==> src/design/obdpr_pkg.sv <==
// ----------------------------------------------------------------------------
// obdpr_pkg
// Shared types and constants for the diagnostic request responder.
// ----------------------------------------------------------------------------
`default_nettype none

package obdpr_pkg;

  // service modes
  localparam logic [7:0] MODE_CURRENT   = 8'h01;
  localparam logic [7:0] MODE_STORED    = 8'h03;
  localparam logic [7:0] MODE_PENDING   = 8'h07;
  localparam logic [7:0] MODE_PERMANENT = 8'h0A;
  localparam logic [7:0] SERVICE_OFS    = 8'h40;

  // identifiers
  localparam logic [10:0] ID_REQ_BASE  = 11'h7E0;
  localparam logic [10:0] ID_RESP_DFLT = 11'h7E8;
  localparam logic [10:0] ID_RESP_OFS  = 11'd8;

  // slot map
  localparam logic [5:0] SLOT_CODE_BASE  = 6'd32;
  localparam logic [5:0] SLOT_COUNT_BASE = 6'd41;
  localparam logic [5:0] SLOT_END        = 6'd44;

  localparam int unsigned NUM_VALUES = 32;
  localparam int unsigned NUM_CODES  = 9;
  localparam int unsigned NUM_LISTS  = 3;

  // supported pid bitmaps
  localparam logic [31:0] BITMAP_00 = 32'hBFFF8013;
  localparam logic [31:0] BITMAP_20 = 32'h8002A001;
  localparam logic [31:0] BITMAP_40 = 32'h461C4015;
  localparam logic [31:0] BITMAP_60 = 32'h00000000;

  typedef enum logic [3:0] {
    ENC_NONE,
    ENC_BITMAP,
    ENC_WORD,
    ENC_FUEL_SYS,
    ENC_PERCENT,
    ENC_TEMP,
    ENC_TRIM,
    ENC_TIMING,
    ENC_DIV3,
    ENC_BYTE,
    ENC_RPM,
    ENC_HALF,
    ENC_DIV5
  } enc_t;

  typedef struct packed {
    enc_t        enc;
    logic [4:0]  src;
    logic [31:0] bitmap;
  } pid_info_t;

  typedef struct packed {
    logic [10:0] id;
    logic [3:0]  len;
    logic [7:0]  mode;
    logic [7:0]  pid;
  } req_t;

  // bytes[0] is the payload length byte
  typedef struct packed {
    logic            frame;
    logic [10:0]     id;
    logic [3:0]      len;
    logic [7:0][7:0] bytes;
  } resp_t;

endpackage

`default_nettype wire

==> src/design/obd_pid_request_responder.sv <==
// a frame's request waits in the input stage, then is registered into the result stage that drives out_tvalid
// throughput: one item per cycle; a stalled result also holds a request in the
//   input stage that answers with a frame, while writes and silent requests pass
// value writes take effect for the very next item
// reset (rst_n low, synchronous) empties both stages and clears every
//   value, trouble code and code count to zero
// ----------------------------------------------------------------------------
// obd_pid_request_responder
// Answers diagnostic request frames from a table of vehicle values that
// update transfers keep current.
// ----------------------------------------------------------------------------
`default_nettype none

module obd_pid_request_responder #(
  parameter int unsigned CODES_PER_LIST = 3
) (
  input  var logic        clk,
  input  var logic        rst_n,
  input  var logic        in_tvalid,
  output var logic        in_tready,
  // req_id[10:0] req_len[14:11] req_mode[22:15] req_pid[30:23]
  // slot[36:31] slot_value[68:37], zero fill above
  input  var logic [71:0] in_tdata,
  // func[0]
  input  var logic        in_tuser,
  output var logic        out_tvalid,
  input  var logic        out_tready,
  // resp_id[10:0] resp_len[14:11] byte0[22:15] byte1[30:23] byte2[38:31]
  // byte3[46:39] byte4[54:47] byte5[62:55] byte6[70:63] byte7[78:71], zero above
  output var logic [79:0] out_tdata
);

  // input stage
  logic              s1_valid_r, s1_valid_nxt;
  logic              s1_func_r;
  obdpr_pkg::req_t   s1_req_r;
  logic [5:0]        s1_slot_r;
  logic [31:0]       s1_value_r;

  // tables
  logic [31:0][31:0] value_r;
  logic [8:0][15:0]  code_r;
  logic [2:0][7:0]   count_r;

  // result stage
  logic              out_valid_r, out_valid_nxt;
  obdpr_pkg::resp_t  out_resp_r;

  obdpr_pkg::resp_t  resp;
  logic              s1_res;
  logic              out_free;
  logic              s1_go;
  logic              in_xfer;
  logic              s1_write;

  obdpr_frame_build #(
    .CODES_PER_LIST (CODES_PER_LIST)
  ) u_build (
    .req    (s1_req_r),
    .values (value_r),
    .codes  (code_r),
    .counts (count_r),
    .resp   (resp)
  );

  assign s1_res    = s1_valid_r && !s1_func_r && resp.frame;
  assign out_free  = !out_valid_r || out_tready;
  assign s1_go     = s1_valid_r && (!s1_res || out_free);
  assign in_tready = !s1_valid_r || s1_go;
  assign in_xfer   = in_tvalid && in_tready;
  assign s1_write  = s1_valid_r && s1_func_r;

  always_comb begin
    s1_valid_nxt = s1_valid_r;
    if (in_xfer) begin
      s1_valid_nxt = 1'b1;
    end else if (s1_go) begin
      s1_valid_nxt = 1'b0;
    end
    out_valid_nxt = out_valid_r;
    if (s1_go && s1_res) begin
      out_valid_nxt = 1'b1;
    end else if (out_tready) begin
      out_valid_nxt = 1'b0;
    end
  end

  always_ff @(posedge clk) begin
    if (!rst_n) begin
      s1_valid_r  <= 1'b0;
      out_valid_r <= 1'b0;
    end else begin
      s1_valid_r  <= s1_valid_nxt;
      out_valid_r <= out_valid_nxt;
    end
  end

  always_ff @(posedge clk) begin
    if (in_xfer) begin
      s1_func_r    <= in_tuser;
      s1_req_r.id   <= in_tdata[10:0];
      s1_req_r.len  <= in_tdata[14:11];
      s1_req_r.mode <= in_tdata[22:15];
      s1_req_r.pid  <= in_tdata[30:23];
      s1_slot_r    <= in_tdata[36:31];
      s1_value_r   <= in_tdata[68:37];
    end
    if (s1_go && s1_res) begin
      out_resp_r <= resp;
    end
  end

  // slot writes land as the update transfer leaves the input stage
  always_ff @(posedge clk) begin
    if (!rst_n) begin
      value_r <= '0;
      code_r  <= '0;
      count_r <= '0;
    end else if (s1_write) begin
      if (s1_slot_r < obdpr_pkg::SLOT_CODE_BASE) begin
        value_r[s1_slot_r[4:0]] <= s1_value_r;
      end else if (s1_slot_r < obdpr_pkg::SLOT_COUNT_BASE) begin
        code_r[4'(s1_slot_r - obdpr_pkg::SLOT_CODE_BASE)] <= s1_value_r[15:0];
      end else if (s1_slot_r < obdpr_pkg::SLOT_END) begin
        count_r[2'(s1_slot_r - obdpr_pkg::SLOT_COUNT_BASE)] <= s1_value_r[7:0];
      end
    end
  end

  assign out_tvalid = out_valid_r;
  assign out_tdata  = {1'b0, out_resp_r.bytes, out_resp_r.len, out_resp_r.id};

endmodule

`default_nettype wire

==> src/design/obdpr_frame_build.sv <==
// ----------------------------------------------------------------------------
// obdpr_frame_build
// Decodes one request against the value and code tables and forms the
// response frame: pid encodings for mode 01, code lists for 03/07/0A.
// ----------------------------------------------------------------------------
`default_nettype none

module obdpr_frame_build #(
  parameter int unsigned CODES_PER_LIST = 3
) (
  input  var obdpr_pkg::req_t   req,
  input  var logic [31:0][31:0] values,
  input  var logic [8:0][15:0]  codes,
  input  var logic [2:0][7:0]   counts,
  output var obdpr_pkg::resp_t  resp
);

  localparam logic [12:0] PCT_RECIP  = 13'd5243;   // ceil(2^19 / 100)
  localparam logic [9:0]  DIV3_RECIP = 10'd683;    // ceil(2^11 / 3)
  localparam logic [15:0] DIV5_RECIP = 16'd52429;  // ceil(2^18 / 5)
  localparam logic [1:0]  CODE_LIM   = 2'(CODES_PER_LIST);

  function automatic obdpr_pkg::pid_info_t pid_lookup(input logic [7:0] pid);
    obdpr_pkg::pid_info_t info;
    info.enc    = obdpr_pkg::ENC_NONE;
    info.src    = 5'd0;
    info.bitmap = 32'd0;
    unique case (pid)
      8'h00: begin info.enc = obdpr_pkg::ENC_BITMAP; info.bitmap = obdpr_pkg::BITMAP_00; end
      8'h20: begin info.enc = obdpr_pkg::ENC_BITMAP; info.bitmap = obdpr_pkg::BITMAP_20; end
      8'h40: begin info.enc = obdpr_pkg::ENC_BITMAP; info.bitmap = obdpr_pkg::BITMAP_40; end
      8'h60: begin info.enc = obdpr_pkg::ENC_BITMAP; info.bitmap = obdpr_pkg::BITMAP_60; end
      8'h01: begin info.enc = obdpr_pkg::ENC_WORD;     info.src = 5'd0;  end
      8'h03: begin info.enc = obdpr_pkg::ENC_FUEL_SYS; info.src = 5'd1;  end
      8'h04: begin info.enc = obdpr_pkg::ENC_PERCENT;  info.src = 5'd3;  end
      8'h05: begin info.enc = obdpr_pkg::ENC_TEMP;     info.src = 5'd4;  end
      8'h06: begin info.enc = obdpr_pkg::ENC_TRIM;     info.src = 5'd5;  end
      8'h07: begin info.enc = obdpr_pkg::ENC_TRIM;     info.src = 5'd6;  end
      8'h08: begin info.enc = obdpr_pkg::ENC_TRIM;     info.src = 5'd7;  end
      8'h09: begin info.enc = obdpr_pkg::ENC_TRIM;     info.src = 5'd8;  end
      8'h0A: begin info.enc = obdpr_pkg::ENC_DIV3;     info.src = 5'd9;  end
      8'h0B: begin info.enc = obdpr_pkg::ENC_BYTE;     info.src = 5'd10; end
      8'h0C: begin info.enc = obdpr_pkg::ENC_RPM;      info.src = 5'd11; end
      8'h0D: begin info.enc = obdpr_pkg::ENC_BYTE;     info.src = 5'd12; end
      8'h0E: begin info.enc = obdpr_pkg::ENC_TIMING;   info.src = 5'd13; end
      8'h0F: begin info.enc = obdpr_pkg::ENC_TEMP;     info.src = 5'd14; end
      8'h10: begin info.enc = obdpr_pkg::ENC_HALF;     info.src = 5'd15; end
      8'h11: begin info.enc = obdpr_pkg::ENC_PERCENT;  info.src = 5'd16; end
      8'h1C: begin info.enc = obdpr_pkg::ENC_BYTE;     info.src = 5'd17; end
      8'h1F: begin info.enc = obdpr_pkg::ENC_HALF;     info.src = 5'd18; end
      8'h21: begin info.enc = obdpr_pkg::ENC_HALF;     info.src = 5'd19; end
      8'h2F: begin info.enc = obdpr_pkg::ENC_PERCENT;  info.src = 5'd20; end
      8'h31: begin info.enc = obdpr_pkg::ENC_HALF;     info.src = 5'd21; end
      8'h33: begin info.enc = obdpr_pkg::ENC_BYTE;     info.src = 5'd22; end
      8'h42: begin info.enc = obdpr_pkg::ENC_HALF;     info.src = 5'd23; end
      8'h46: begin info.enc = obdpr_pkg::ENC_TEMP;     info.src = 5'd24; end
      8'h47: begin info.enc = obdpr_pkg::ENC_PERCENT;  info.src = 5'd25; end
      8'h4C: begin info.enc = obdpr_pkg::ENC_PERCENT;  info.src = 5'd26; end
      8'h4D: begin info.enc = obdpr_pkg::ENC_HALF;     info.src = 5'd27; end
      8'h4E: begin info.enc = obdpr_pkg::ENC_HALF;     info.src = 5'd28; end
      8'h52: begin info.enc = obdpr_pkg::ENC_PERCENT;  info.src = 5'd29; end
      8'h5C: begin info.enc = obdpr_pkg::ENC_TEMP;     info.src = 5'd30; end
      8'h5E: begin info.enc = obdpr_pkg::ENC_DIV5;     info.src = 5'd31; end
      default: info.enc = obdpr_pkg::ENC_NONE;
    endcase
    return info;
  endfunction

  logic [7:0]            pid_eff;
  obdpr_pkg::pid_info_t  info;
  logic [31:0]           raw;
  logic [7:0]            low8;
  logic [15:0]           low16;

  // two-byte requests carry no pid
  assign pid_eff = (req.len >= 4'd3) ? req.pid : 8'h00;
  assign info    = pid_lookup(pid_eff);
  assign raw     = values[info.src];
  assign low8    = raw[7:0];
  assign low16   = raw[15:0];

  // percent: low8 * 255 / 100, anything above 100 saturates
  logic [15:0] pct_x;
  logic [27:0] pct_prod;
  logic [7:0]  pct_byte;
  assign pct_x    = 16'(low8) * 16'd255;
  assign pct_prod = 28'(pct_x[14:0]) * 28'(PCT_RECIP);
  assign pct_byte = (low8 > 8'd100) ? 8'hFF : pct_prod[26:19];

  // temperature: s16 + 40
  logic signed [16:0] temp_s;
  logic [7:0]         temp_byte;
  assign temp_s = $signed({low16[15], low16}) + 17'sd40;
  always_comb begin
    if (temp_s < 17'sd0) begin
      temp_byte = 8'h00;
    end else if (temp_s > 17'sd255) begin
      temp_byte = 8'hFF;
    end else begin
      temp_byte = temp_s[7:0];
    end
  end

  // trim: 128 + s8 * 128 / 100, quotient truncated toward zero
  logic [7:0]  trim_mag;
  logic [27:0] trim_prod;
  logic [7:0]  trim_q;
  logic [8:0]  trim_pos;
  logic [7:0]  trim_byte;
  assign trim_mag  = low8[7] ? (~low8 + 8'd1) : low8;
  assign trim_prod = 28'({trim_mag, 7'b0}) * 28'(PCT_RECIP);
  assign trim_q    = trim_prod[26:19];
  assign trim_pos  = 9'd128 + 9'(trim_q);
  always_comb begin
    if (low8[7]) begin
      trim_byte = (trim_q > 8'd128) ? 8'h00 : 8'(9'd128 - 9'(trim_q));
    end else begin
      trim_byte = (trim_pos > 9'd255) ? 8'hFF : trim_pos[7:0];
    end
  end

  // timing: (s8 + 64) * 2
  logic signed [9:0] tim_base;
  logic signed [9:0] tim_s;
  logic [7:0]        tim_byte;
  assign tim_base = $signed({{2{low8[7]}}, low8}) + 10'sd64;
  assign tim_s    = $signed({tim_base[8:0], 1'b0});
  always_comb begin
    if (tim_s < 10'sd0) begin
      tim_byte = 8'h00;
    end else if (tim_s > 10'sd255) begin
      tim_byte = 8'hFF;
    end else begin
      tim_byte = tim_s[7:0];
    end
  end

  // fuel pressure: low16 / 3, saturating from 768 up
  logic [19:0] div3_prod;
  logic [7:0]  div3_byte;
  assign div3_prod = 20'(low16[9:0]) * 20'(DIV3_RECIP);
  assign div3_byte = (low16 >= 16'd768) ? 8'hFF : div3_prod[18:11];

  // fuel rate: low16 / 5
  logic [31:0] div5_prod;
  logic [15:0] div5_half;
  assign div5_prod = 32'(low16) * 32'(DIV5_RECIP);
  assign div5_half = 16'(div5_prod[31:18]);

  // data bytes, first byte in the top
  logic [31:0] dw;
  logic [2:0]  dn;
  always_comb begin
    dw = 32'd0;
    dn = 3'd0;
    unique case (info.enc)
      obdpr_pkg::ENC_BITMAP:   begin dw = info.bitmap; dn = 3'd4; end
      obdpr_pkg::ENC_WORD:     begin dw = raw; dn = 3'd4; end
      obdpr_pkg::ENC_FUEL_SYS: begin dw = {low8, values[2][7:0], 16'd0}; dn = 3'd2; end
      obdpr_pkg::ENC_PERCENT:  begin dw = {pct_byte, 24'd0}; dn = 3'd1; end
      obdpr_pkg::ENC_TEMP:     begin dw = {temp_byte, 24'd0}; dn = 3'd1; end
      obdpr_pkg::ENC_TRIM:     begin dw = {trim_byte, 24'd0}; dn = 3'd1; end
      obdpr_pkg::ENC_TIMING:   begin dw = {tim_byte, 24'd0}; dn = 3'd1; end
      obdpr_pkg::ENC_DIV3:     begin dw = {div3_byte, 24'd0}; dn = 3'd1; end
      obdpr_pkg::ENC_BYTE:     begin dw = {low8, 24'd0}; dn = 3'd1; end
      obdpr_pkg::ENC_RPM:      begin dw = {low16[13:0], 2'b00, 16'd0}; dn = 3'd2; end
      obdpr_pkg::ENC_HALF:     begin dw = {low16, 16'd0}; dn = 3'd2; end
      obdpr_pkg::ENC_DIV5:     begin dw = {div5_half, 16'd0}; dn = 3'd2; end
      default:                 begin dw = 32'd0; dn = 3'd0; end
    endcase
  end

  // trouble code lists
  logic              is_code_mode;
  logic [2:0][15:0]  list_codes;
  logic [7:0]        list_count;
  logic [1:0]        code_cnt;
  always_comb begin
    is_code_mode = 1'b1;
    unique case (req.mode)
      obdpr_pkg::MODE_STORED: begin
        list_codes = {codes[2], codes[1], codes[0]};
        list_count = counts[0];
      end
      obdpr_pkg::MODE_PENDING: begin
        list_codes = {codes[5], codes[4], codes[3]};
        list_count = counts[1];
      end
      obdpr_pkg::MODE_PERMANENT: begin
        list_codes = {codes[8], codes[7], codes[6]};
        list_count = counts[2];
      end
      default: begin
        is_code_mode = 1'b0;
        list_codes   = {codes[2], codes[1], codes[0]};
        list_count   = counts[0];
      end
    endcase
  end
  assign code_cnt = (list_count > 8'(CODE_LIM)) ? CODE_LIM : list_count[1:0];

  logic [3:0] plen;
  always_comb begin
    resp       = '0;
    plen       = 4'd0;
    resp.frame = 1'b0;
    if (req.mode == obdpr_pkg::MODE_CURRENT) begin
      resp.frame    = (req.len >= 4'd2) && (info.enc != obdpr_pkg::ENC_NONE);
      plen          = 4'(dn) + 4'd2;
      resp.bytes[1] = obdpr_pkg::MODE_CURRENT + obdpr_pkg::SERVICE_OFS;
      resp.bytes[2] = pid_eff;
      resp.bytes[3] = dw[31:24];
      resp.bytes[4] = dw[23:16];
      resp.bytes[5] = dw[15:8];
      resp.bytes[6] = dw[7:0];
    end else if (is_code_mode) begin
      resp.frame    = (req.len >= 4'd2);
      resp.bytes[1] = req.mode + obdpr_pkg::SERVICE_OFS;
      // an empty list still sends two zero bytes
      plen = (list_count == 8'd0) ? 4'd3 : 4'd1 + {1'b0, code_cnt, 1'b0};
      for (int i = 0; i < 3; i++) begin
        if (2'(i) < code_cnt) begin
          resp.bytes[2 + 2 * i] = list_codes[i][15:8];
          resp.bytes[3 + 2 * i] = list_codes[i][7:0];
        end
      end
    end
    resp.bytes[0] = 8'(plen);
    resp.len      = plen + 4'd1;
    resp.id       = (req.id[10:3] == obdpr_pkg::ID_REQ_BASE[10:3])
                    ? req.id + obdpr_pkg::ID_RESP_OFS : obdpr_pkg::ID_RESP_DFLT;
  end

endmodule

`default_nettype wire

==> config.mk <==
export PLATFORM = sky130hd
export DESIGN_NAME = obd_pid_request_responder
export DESIGN_NICKNAME = d
export VERILOG_FILES = /design/src/design/obdpr_pkg.sv /design/src/design/obd_pid_request_responder.sv /design/src/design/obdpr_frame_build.sv
export SDC_FILE = /design/constraint.sdc
export NUM_CORES = 2
export LEC_CHECK = 0
export BUFFER_PORTS_ARGS = -buffer_cell sky130_fd_sc_hd__buf_2
export CAP_MARGIN = 25
export CORE_MARGIN = 2
export CORE_UTILIZATION = 30
export DETAILED_ROUTE_END_ITERATION = 10
export MAX_ROUTING_LAYER = met4
export PLACE_DENSITY = 0.5
export SLEW_MARGIN = 20
export SYNTH_ARGS = -nofsm -noshare
export SYNTH_HDL_FRONTEND = slang
export SYNTH_HIERARCHICAL = 1
export SYNTH_SLANG_ARGS = --single-unit
==> constraint.sdc <==
create_clock -name clk -period 28.1 [get_ports clk]
set_input_delay 5.62 -clock clk [delete_from_list [all_inputs] [get_ports clk]]
set_output_delay 5.62 -clock clk [all_outputs]
set_load 0.01 [all_outputs]
==> results <==
- Of all nets on the critical path, the largest fanout is 37.
- In this run the critical register-to-register path is launched from s1_req_r[4].
- The worst-case setup margin in the final layout is 11800 ps.
- The kind of end point of the critical path is a flip-flop.
- The met3 demand-to-capacity share in global routing is 0.0279.
- In this run, placement finished with an instance count of 10.8k.
- In this run the vertical extent of the chip is 496 um.
- For the worst flop-to-flop path, the logic depth is 51.
- The number of cells on the critical path is 51.
- The critical path is of the reg -> reg type.
- At the placement stage, the worst setup path has a slack of 11960 ps.
- The clock reaches the later pin of the worst-skew pair after 820 ps.
- Setup repair after global routing left no endpoint under its margin.
- The number of setup violations in the final report is 0.
- Along the worst hold path, the cell count comes to 2.
- The signal arrival time at the worst endpoint is 16800 ps.
- The cell type group with the largest total delay on the critical path is adder cells.
- The end point of the critical path is out_tdata[46].
- In this run, post-CTS repair resized a total of 0 instances.
- The first global-routing pass estimated 359000 um of wire.
- For this run, the top clock speed supported by timing is 61.3 MHz.
- The average footprint of a synthesized cell is 9.09 um2.
- The initial core utilization is 0.302.
- The met2 track utilization from global routing is 0.317.
- The slowest stage of the critical path is the sky130_fd_sc_hd__edfxtp_1 cell.
- The part of the cycle the worst path needs is 0.580.
- In the global route stage, overall resource usage came out at 0.196.
- The endpoint identified for the worst register-to-register timing path is out_tdata[46].
- The post-CTS setup buffer count is 0.
- The worst path in the final design needs a cycle of 16300 ps, including I/O delays and setup.
- The power density over cell area is 112 nW/um2.
- The most congested layer reported by global routing is met2.
- The total number of yosys warnings is 6.
- The overall routed net length is 240000 um.
- The setup total negative slack is 0 ps.
- The cell area after layout is 81100 um2.
- For the final database, setup skew stands at 51.3 ps.
- The register clock-pin slew on the reported worst setup and hold paths is 60 ps.
- After detailed routing, the number of remaining DRC violations is 0.
- The die covers 246000 um2.
- Detailed routing inserted a total of 57.3k vias.
- The HPWL after detailed placement is 145000 um.
- The number of optimization iterations in the first detailed-route pass is 6.
- The number of top-level design ports is 159.
- The relative max-transition margin is 0.215.
- The number of core rows is 180.
- The class of the tightest hold or removal check is reg -> reg.
- Max-cap violations in this run came to 0.
- In this run the tool buffered the top-level ports with 154 buffer cells.
- The number of pins with negative max-slew slack in the final report came to 0.
- The gate count after technology mapping is 7993.
- The largest net degree at the start of global routing is 149.
- The flow ran to the end, and the final reports show no timing, DRC or antenna violations.
- The initial antenna violation count is 7.
- The chip width is 496 um.
- In this run the remaining antenna-violating nets after routing total 0.
- At the pin with the least slew margin, the transition time is 1170 ps.
- The CTS tree is done.
- For met1 alone, demand over resource in global routing was 0.255.
- In the final design database the tool counted 8497 nets.
- The number of buffer and inverter instances along the worst setup path is 10.
- The largest stage delay on the critical path is 930 ps.
- The maximum vdd drop is 0.335 mV.
- The most frequent cell on the critical path is sky130_fd_sc_hd__fa_1.
- For flop-to-flop paths, the worst setup slack is 11800 ps.
- The hold-fix buffer count after cts is 0.
- The leakage power is 0.0341 uW.
- The number of buffers between clock root and the deepest sink is 3.
- The count of cells in the finished layout, fillers not included, comes to 11.1k.
- In this run the cell area measured after placement is 75800 um2.
- The worst setup path is launched from a flip-flop.
- The number of clock sinks is 1307.
- The area inside the core boundary is 241000 um2.
- The average via count per standard cell is 5.15.
- For this run the aggregate overflow at the end of global routing stands at 0.
- The congestion estimate from routability-driven global placement came to 0.892.
- The number of global-route vias before repair is 56.4k.
- In this run, CTS created clock tree buffers numbering 155.
- The required arrival time at the worst endpoint is 28600 ps.
- Relative to the synthesized area, the layout overhead comes to 11.7%.
- For this block, the initial DRC count from the detailed router was 4789.
- The count of H-tree levels built during CTS is 4.
- The average wire length per cell after detail routing is 21.6 um.
- The number of hold violations in the final report is 0.
- In the final layout, the share of cells above drive strength 1 is 0.0828.
- Tracing the worst setup path back leads to its startpoint at s1_req_r[4].
- The cell area after technology mapping is 72600 um2.
- The clock tree root buffer cell is sky130_fd_sc_hd__clkbuf_16.
==> metal layers <==
metal | up-vias | share of wire
li1 | 26700 | -
met1 | 28600 | 0.45
met2 | 1596 | 0.47
met3 | 364 | 0.054
met4 | 0 | 0.026
met5 | - | 0
==> where the power goes <==
group,internal [uW],switching (uW),total [uW]
combinational,2100,3040,5140
clock,1190,852,2050
sequential,1900,12.0,1910
==> how the worst min path moves through the flow <==
stage	end	slack (ps)	from
2_1_floorplan	count_r[13]	430	count_r[13]
3_3_place_gp	count_r[21]	440	count_r[21]
3_5_place_dp	value_r[428]	440	value_r[428]
4_1_cts	value_r[165]	450	value_r[165]
5_1_grt	value_r[819]	460	value_r[819]
6_report	value_r[1015]	450	value_r[1015]
==> worst min-delay path, cell delays in order, from the launching register on <==
cell and delay (ps):
sky130_fd_sc_hd__dfxtp_1 300, sky130_fd_sc_hd__nand2_1 50, sky130_fd_sc_hd__mux2i_1 50
==> area by class of cell <==
class / instances / area, um2
antenna: 3 / 7.51
clock buffer: 238 / 4510
clock inverter: 45 / 669
fill: 24600 / 160000
inverter: 464 / 1740
multi-input combinational: 5592 / 40500
sequential: 1307 / 27700
tap: 3185 / 3990
timing repair buffer: 291 / 2060
==> state kept, by name (all words and copies together) (netlist names) <==
signal / flops
code_r: 144
count_r: 24
out_tdata: 79
out_tvalid: 1
s1_func_r: 1
s1_req_r: 31
s1_slot_r: 6
s1_valid_r: 1
s1_value_r: 32
value_r: 988
==> per-stage QoR <==
stage,util,total power [uW],hold WS (ps)
global route,0.337,10200,465
CTS,0.336,9290,453
finish,0.337,9100,453
floorplan,-,5750,429
global placement,0.314,7180,436
detailed placement,0.315,7170,444
==> cells in the final DEF (no fill, tap or decap), types with 65 or more instances in the layout <==
cell / count
sky130_fd_sc_hd__nand3_1: 356
sky130_fd_sc_hd__nand2_1: 2117
sky130_fd_sc_hd__ha_1: 393
sky130_fd_sc_hd__edfxtp_1: 149
sky130_fd_sc_hd__a21oi_1: 130
sky130_fd_sc_hd__buf_4: 114
sky130_fd_sc_hd__and3_1: 116
sky130_fd_sc_hd__nor2_1: 85
sky130_fd_sc_hd__dfxtp_1: 1158
sky130_fd_sc_hd__xnor2_1: 65
sky130_fd_sc_hd__buf_2: 153
sky130_fd_sc_hd__mux2i_1: 1191
sky130_fd_sc_hd__clkbuf_16: 157
sky130_fd_sc_hd__inv_1: 463
sky130_fd_sc_hd__fa_1: 216
sky130_fd_sc_hd__a311oi_1: 162
Power figures use the tool's default switching activity.
